File: src/chm_pkg.sv
// Shared types and constants for the chained hash map engine.
package chm_pkg;

    localparam int MAX_ORDER    = 10;
    localparam int POOL_ENTRIES = 256;
    localparam int KEY_W        = 32;
    localparam int VAL_W        = 32;
    localparam int ORD_W        = 4;
    localparam int BKT_W        = MAX_ORDER;
    localparam int BKT_SLOTS    = 1 << MAX_ORDER;
    localparam int IDX_W        = $clog2(POOL_ENTRIES);
    localparam int PTR_W        = IDX_W + 1;
    localparam int TOTAL_W      = 9;
    localparam int IN_TDATA_W   = 104;
    localparam int OUT_TDATA_W  = 48;

    localparam logic [PTR_W-1:0] NULL_LINK = PTR_W'(POOL_ENTRIES);

    // Request opcodes
    localparam logic [1:0] OP_PUT    = 2'd0;
    localparam logic [1:0] OP_GET    = 2'd1;
    localparam logic [1:0] OP_REMOVE = 2'd2;
    localparam logic [1:0] OP_CLEAR  = 2'd3;

    // Result status codes
    localparam logic [1:0] ST_OK        = 2'd0;
    localparam logic [1:0] ST_PRESENT   = 2'd1;
    localparam logic [1:0] ST_NOT_FOUND = 2'd2;
    localparam logic [1:0] ST_FULL      = 2'd3;

    typedef enum logic [3:0] {
        S_RST_SWEEP,
        S_IDLE,
        S_HREAD,
        S_HEAD,
        S_CHK,
        S_CMP,
        S_PUT1,
        S_PUT2,
        S_REM1,
        S_REM2,
        S_CLR_SWEEP,
        S_RESP
    } chm_state_t;

    // Controller to datapath
    typedef struct packed {
        logic       load_req;
        logic       init_write;
        logic       load_head;
        logic       cmp_step;
        logic       rd_free;
        logic       do_put;
        logic       rem_link;
        logic       rem_free;
        logic       set_st;
        logic [1:0] st_code;
        logic       load_out;
    } chm_cmd_t;

    // Datapath to controller
    typedef struct packed {
        logic       in_is_clear;
        logic [1:0] op;
        logic       init_last;
        logic       cur_end;
        logic       key_match;
        logic       free_null;
        logic       out_free;
    } chm_stat_t;

endpackage

File: src/chm_ctrl.sv
// Sequencer for sweep, chain walk, insert, unlink and result hand-off.
module chm_ctrl
    import chm_pkg::*;
(
    input  logic      clk,
    input  logic      rst_n,
    input  logic      s_axis_tvalid,
    output logic      s_axis_tready,
    input  chm_stat_t stat,
    output chm_cmd_t  cmd
);

    chm_state_t state_reg, state_next;

    always_ff @(posedge clk or negedge rst_n)
    begin
        if (!rst_n)
        begin
            state_reg <= S_RST_SWEEP;
        end
        else
        begin
            state_reg <= state_next;
        end
    end

    // Next state and commands
    always_comb
    begin
        state_next    = state_reg;
        cmd           = '0;
        s_axis_tready = 1'b0;
        case (state_reg)
            S_RST_SWEEP:
            begin
                cmd.init_write = 1'b1;
                if (stat.init_last)
                begin
                    state_next = S_IDLE;
                end
            end
            S_IDLE:
            begin
                s_axis_tready = stat.out_free;
                if (s_axis_tvalid && stat.out_free)
                begin
                    cmd.load_req = 1'b1;
                    state_next   = stat.in_is_clear ? S_CLR_SWEEP : S_HREAD;
                end
            end
            S_HREAD: state_next = S_HEAD;
            S_HEAD:
            begin
                cmd.load_head = 1'b1;
                state_next    = S_CHK;
            end
            S_CHK:
            begin
                if (stat.cur_end)
                begin
                    cmd.set_st = 1'b1;
                    if (stat.op == OP_PUT)
                    begin
                        if (stat.free_null)
                        begin
                            cmd.st_code = ST_FULL;
                            state_next  = S_RESP;
                        end
                        else
                        begin
                            cmd.st_code = ST_OK;
                            state_next  = S_PUT1;
                        end
                    end
                    else
                    begin
                        cmd.st_code = ST_NOT_FOUND;
                        state_next  = S_RESP;
                    end
                end
                else
                begin
                    state_next = S_CMP;
                end
            end
            S_CMP:
            begin
                cmd.cmp_step = 1'b1;
                if (stat.key_match)
                begin
                    cmd.set_st = 1'b1;
                    case (stat.op)
                        OP_PUT:
                        begin
                            cmd.st_code = ST_PRESENT;
                            state_next  = S_RESP;
                        end
                        OP_REMOVE:
                        begin
                            cmd.st_code = ST_OK;
                            state_next  = S_REM1;
                        end
                        default:
                        begin
                            cmd.st_code = ST_OK;
                            state_next  = S_RESP;
                        end
                    endcase
                end
                else
                begin
                    state_next = S_CHK;
                end
            end
            S_PUT1:
            begin
                cmd.rd_free = 1'b1;
                state_next  = S_PUT2;
            end
            S_PUT2:
            begin
                cmd.rd_free = 1'b1;
                cmd.do_put  = 1'b1;
                state_next  = S_RESP;
            end
            S_REM1:
            begin
                cmd.rem_link = 1'b1;
                state_next   = S_REM2;
            end
            S_REM2:
            begin
                cmd.rem_free = 1'b1;
                state_next   = S_RESP;
            end
            S_CLR_SWEEP:
            begin
                cmd.init_write = 1'b1;
                cmd.set_st     = 1'b1;
                cmd.st_code    = ST_OK;
                if (stat.init_last)
                begin
                    state_next = S_RESP;
                end
            end
            S_RESP:
            begin
                if (stat.out_free)
                begin
                    cmd.load_out = 1'b1;
                    state_next   = S_IDLE;
                end
            end
            default: state_next = S_RST_SWEEP;
        endcase
    end

endmodule

File: config.mk
export PLATFORM = sky130hd
export DESIGN_NAME = chm_ctrl
export DESIGN_NICKNAME = d
export VERILOG_FILES = /design/src/chm_pkg.sv /design/src/chm_ctrl.sv
export SDC_FILE = /design/constraint.sdc
export NUM_CORES = 1
export LEC_CHECK = 0
export BUFFER_PORTS_ARGS = -buffer_cell sky130_fd_sc_hd__buf_2
export CELL_PAD_IN_SITES_DETAIL_PLACEMENT = 0
export CELL_PAD_IN_SITES_GLOBAL_PLACEMENT = 2
export CORE_MARGIN = 2
export CORE_UTILIZATION = 23
export DETAILED_ROUTE_END_ITERATION = 7
export HOLD_SLACK_MARGIN = 0.15
export PLACE_DENSITY = 0.8
export REMOVE_ABC_BUFFERS = 1
export SETUP_SLACK_MARGIN = 0.5
export SLEW_MARGIN = 10
export SYNTH_ARGS = -nofsm -noshare
export SYNTH_HDL_FRONTEND = slang
export SYNTH_SLANG_ARGS = --single-unit
File: constraint.sdc
create_clock -name clk -period 1.9 [get_ports clk]
set_input_delay 0.38 -clock clk [delete_from_list [all_inputs] [get_ports clk]]
set_output_delay 0.38 -clock clk [all_outputs]
set_load 0.005 [all_outputs]
==> impl_metrics.py, run 1 <==
metrics = {
    "run_status": {
        "status": "completed",
    },
    "layout": {
        "area_growth_pct": 100,
        "layout.nets": 124,
        "design_area_mm2": 0.00103,
        "seqCellArea_um2": 105,
        "antenna_cells": 0,
        "layout.cells.non_filler": 139,
        "multi_input_area_um2": 528,
        "fillers": 227,
        "drive_above_1_share_pct": 73.9,
        "largest_register_ffs": 4,
    },
    "timing": {
        "finalHoldViolCount": 0,
        "slew_violations": 0,
        "setup_violations": 0,
        "tightest_slew_ps": 330,
        "totalNegativeSetupSlack_ps": 0,
        "rsz0062_at_grt": "true",
        "maxSlewHeadroom_pct": 77.9,
        "fmax_mhz": 549,
        "finalCritPeriodShare_pct": 95.8,
        "period_needed_ps": 1820,
        "fin_skew_ps": 2.31,
    },
    "setup_path": {
        "r2r_end": "state_reg[3]",
        "criticalPathCategory": "register to output pin",
        "r2r_cells": 6,
        "critPathCaptureType": "output pin",
        "ff2ff_setup_slack_ps": 160,
        "r2r_start": "state_reg[1]",
        "startpoint_type": "register",
        "startpoint": "state_reg[0]",
        "endpoint": "cmd[2]",
        "cp.arrival_ps": 1440,
        "required_ps": 1520,
        "crit_fanout": 4,
    },
    "cts": {
        "cts.clk_slew.worst_paths_ps": 40,
        "cts_buffers": 3,
        "insertion_delay_ps": 230,
        "cts_htree_levels": 1,
        "cts_max_path_buffers": 2,
        "root_buffer": "clkbuf_4",
        "cts_sinks": 4,
        "cts_tree": "yes",
    },
    "power": {
        "powerDensity_mw_per_mm2": 1590,
        "p_leak_uw": 0.000475,
        "power.total_uw": 1630,
        "ir_drop_uv": 635,
    },
    "global_routing": {
        "grt_pass1_vias": 675,
        "grt_max_degree": 9,
        "overflow": 0,
        "grt_use_total_pct": 14.6,
        "antenna_found_initial": 0,
        "grt_pass1_wl_mm": 2.89,
    },
    "floorplanning": {
        "die_w_um": 51.3,
        "io_pins": 24,
        "row_count": 17,
        "die_area_mm2": 0.00263,
        "dieHeight_um": 51.3,
        "initial_core_util_pct": 23.7,
        "design.core.area_mm2": 0.00217,
    },
    "place": {
        "io_buffers": 23,
        "place_inst": 119,
        "place.gp.congestion": 0.768,
        "dp_hpwl_mm": 1.15,
        "dpl-instance-area_um2": 673,
    },
    "synth": {
        "synth_edf_count": 0,
        "synth-simple-area-share_pct": 42.8,
        "yosysWarnings": 0,
        "ys_types": 39,
        "ys_ff_latch": 4,
        "synthMuxAreaShare_pct": 2.92,
        "synth-xor-area-share_pct": 1.70,
        "synth_ff_type": "dfrtp_1",
        "synth-adder-area-share_pct": 0,
        "synth.cell_area_um2": 514,
        "synth_top_family_by_area": "simple AND/OR/NAND/NOR gates",
        "synth_seq_area_share_pct": 19.5,
        "synth_compound_gate_area_share_pct": 25.3,
        "async_reset_ff_share_pct": 100,
        "avgSynthCellArea_um2": 7.68,
        "syn_inst": 67,
    },
    "drt": {
        "routed_wl_mm": 1.79,
        "postRouteAntennaNets": 0,
        "wl_per_cell_um": 12.9,
        "viasPerCell": 4.88,
        "drc": 0,
        "vias": 678,
        "drt_iter0_drc": 3,
        "drt_first_pass_iters": 4,
    },
    "min_path": {
        "hp-class": "input port to register",
    },
    "run": {
        "maxCapViolations": 0,
    },
}
==> layout make-up <==
| type | count | area share (%) |
|---|---|---|
| Timing Repair Buffer | 45 | 31.8 |
| Clock buffer | 3 | 2.19 |
| Sequential cell | 4 | 10.2 |
| Inverter | 3 | 1.09 |
| Tap cell | 28 | 3.41 |
| Multi-Input combinational cell | 56 | 51.3 |
==> through the flow <==
stage	hold slack [ps]	worst slack, ps	utilization [%]
3_5_place_dp	190	178	31.0
4_1_cts	468	95.5	41.1
2_1_floorplan	84.4	319	-
3_3_place_gp	188	245	31.0
5_1_grt	482	31.0	47.4
6_report	464	79.1	47.4
==> where the power goes <==
group | total (uW) | switching [uW] | internal, uW
sequential | 213 | 74.9 | 138
combinational | 1320 | 597 | 720
clock | 105 | 34.2 | 70.6
==> synthesized netlist by cell type, types with 2 or more instances <==
library cell / count / area (um^2)
nor2b_1: 3 / 18.8
inv_1: 3 / 11.3
o21ai_0: 3 / 15.0
nand2_1: 8 / 30.0
nand2b_1: 3 / 18.8
buf_2: 2 / 10.0
nor2_1: 8 / 30.0
nor3_1: 3 / 15.0
dfrtp_1: 4 / 100
==> per-layer routing <==
layer  global-route usage (%)  share of wire, %  up-vias
li1                         -                 -      333
met1                     17.8                44      321
met2                     24.7                51       22
met3                     2.34               4.0        2
met4                     7.46              0.56        0
met5                        0                 0        -
==> worst max-delay path, cell delays in order, from the launching register on <==
cell      delay (ps)
dfrtp_2          440
buf_6            140
nand2b_4         140
nor4_4           320
buf_2            170
==> cells by family after synthesis <==
group / count (synthesis)
AO/OA/AOI/OAI: 16
flip-flops: 4
XOR/XNOR: 1
buffers and inverters: 7
multiplexers: 1
AND/OR/NAND/NOR: 38
==> cells in the final DEF (no fill, tap or decap), types with 2 or more instances in the layout <==
cell type   n
and2_4      2
nor2_2      2
buf_4      11
nor3_2      3
clkbuf_4    3
dfrtp_2     4
inv_1       2
nand2_2     2
nor4_4      2
nand2_1     5
nand2b_4    2
buf_6      11
buf_2      22
o21ai_2     2
nor2_1      5
==> timing repair <==
action	in CTS	in global routing
setup buffers	11	5
setup endpoints to repair	16	17
hold endpoints to repair	4	0
hold buffers	1	0
pin swaps	10	6
resized for setup	29	21
==> worst min-delay path by stage <==
stage / from / to / slack, ps / cells past startpoint
floorplan: rst_n / state_reg[0] / 80 / 0
global placement: rst_n / state_reg[0] / 190 / 1
detailed placement: rst_n / state_reg[0] / 190 / 1
CTS: stat[4] / state_reg[0] / 470 / 3
global route: stat[4] / state_reg[0] / 480 / 3
finish: stat[4] / state_reg[0] / 460 / 3
(Power assumes the default switching activity.)
==> run 2: changes to the inputs <==
- SETUP_SLACK_MARGIN: 0.5 -> unset
==> impl_metrics.py, run 2 (synthesis results as in run 1) <==
metrics = {
    "run": {
        "maxCapViolations": 0,
    },
    "setup_path": {
        "critPathTopFamily": "flip-flops",
        "startpoint_type": "register",
        "critPathCaptureType": "output pin",
        "criticalPathCategory": "register to output pin",
        "cp.arrival_ps": 1480,
        "critPathMaxStageDelay_ps": 420,
        "crit_slowest_cell": "dfrtp_1",
        "required_ps": 1520,
        "worstPathCellList": "buf_4, xor2_1, or3_4, inv_1, buf_2",
        "crit_fanout": 7,
        "path_buf_inv": 3,
    },
    "place": {
        "post-place-ws_ps": 178,
        "io_buffers": 23,
        "place.gp.congestion": 0.768,
        "dpl-instance-area_um2": 673,
        "dp_hpwl_mm": 1.15,
    },
    "cts": {
        "cts.clk_slew.worst_paths_ps": 40,
        "cts_max_path_buffers": 2,
        "cts_tree": "yes",
        "cts_htree_levels": 1,
        "insertion_delay_ps": 240,
        "cts_sinks": 4,
        "cts_buffers": 3,
        "root_buffer": "clkbuf_4",
    },
    "timing": {
        "setup_violations": 0,
        "finalCritPeriodShare_pct": 98.1,
        "setup_slack_ps": 36.7,
        "period_needed_ps": 1860,
        "fin_skew_ps": 2.27,
        "tightest_slew_ps": 365,
        "holdWs_ps": 483,
        "fmax_mhz": 537,
        "slew_violations": 0,
        "finalHoldViolCount": 0,
        "maxSlewHeadroom_pct": 75.5,
    },
    "floorplanning": {
        "row_count": 17,
        "io_pins": 24,
        "die_w_um": 51.3,
        "dieHeight_um": 51.3,
        "die_area_mm2": 0.00263,
        "design.core.area_mm2": 0.00217,
        "initial_core_util_pct": 23.7,
    },
    "layout": {
        "design_area_um2": 757,
        "mostFrequentLayoutCell": "buf_2",
        "largest_register_ffs": 4,
        "postLayoutCoreUtil_pct": 34.9,
        "drive_above_1_share_pct": 51.0,
        "antenna_cells": 0,
        "fillers": 250,
        "area_growth_pct": 47.2,
        "final_cell_mix": "23 x buf_2, 8 x nor2_1, 8 x nand2_1",
        "layout.nets": 111,
    },
    "global_routing": {
        "grt_pass1_vias": 542,
        "overflow": 0,
        "grt_use_total_pct": 11.6,
        "grt_pass1_wl_mm": 2.30,
        "grt_max_degree": 10,
        "antenna_found_initial": 0,
    },
    "min_path": {
        "hp-class": "input port to async pin",
    },
    "drt": {
        "viasPerCell": 4.79,
        "drt_first_pass_iters": 4,
        "postRouteAntennaNets": 0,
        "drt_iter0_drc": 10,
        "vias": 604,
        "drc": 0,
        "routed_wl_mm": 1.51,
        "wl_per_cell_um": 12.0,
    },
    "power": {
        "powerDensity_mw_per_mm2": 1480,
        "ir_drop_uv": 500,
        "p_leak_uw": 0.000368,
    },
    "run_status": {
        "status": "completed",
    },
}
[run 2: area by class of cell]
| class | count | area [um^2] | share of cell area (%) |
|---|---|---|---|
| clock buffer | 3 | 22.5 | 2.98 |
| tap | 28 | 35.0 | 4.63 |
| timing repair buffer | 32 | 183 | 24.1 |
| sequential | 4 | 104 | 13.7 |
| inverter | 3 | 11.3 | 1.49 |
| multi-input combinational | 56 | 402 | 53.1 |
[run 2: path summary, 6_finish.rpt]
check / cells past startpoint / endpoint / startpoint / slack [ps]
setup / recovery: 5 / cmd[10] / state_reg[1] / 40
hold / removal: 2 / state_reg[1] / rst_n / 480
setup reg to reg: 5 / state_reg[3] / state_reg[1] / 250
hold reg to reg: 3 / state_reg[1] / state_reg[3] / 710
max in group asynchronous: 2 / state_reg[3] / rst_n / 1280
min in group clk: 3 / state_reg[0] / stat[4] / 510
[run 2: worst reg2reg max path: stages, from the launching register on]
cell     delay [ps]
dfrtp_1         420
buf_4           180
xor2_1          150
or3_4           340
o21ai_2         130
mux2_4          300
[run 2: repair_timing]
action | 4_1_cts | 5_1_grt
pin swaps | 0 | 1
buffers inserted | 0 | 3
hold buffers | 1 | 0
hold endpoints to repair | 4 | 0
resized for setup | 4 | 4
setup endpoints to repair | 1 | 5
[run 2: metal layers]
layer	routed length (um)	GRT usage, %	vias up
li1	-	-	303
met1	732	15.3	279
met2	687	17.5	19
met3	73	2.05	3
met4	19	6.58	0
met5	0	0	-
[run 2: stage by stage]
step / TNS [ps] / std cells / total power, uW
2_1_floorplan: 0 / 63 / 666
3_3_place_gp: 0 / 119 / 931
3_5_place_dp: 0 / 119 / 932
4_1_cts: 0 / 123 / 1060
5_1_grt: -37.7 / 126 / 1210
6_report: 0 / 126 / 1120
[run 2: where the power goes]
group | switching [uW] | total [uW] | internal (uW)
registers | 61.2 | 197 | 136
logic | 413 | 818 | 405
clock network | 36.8 | 108 | 70.8
total | 511 | 1120 | 612
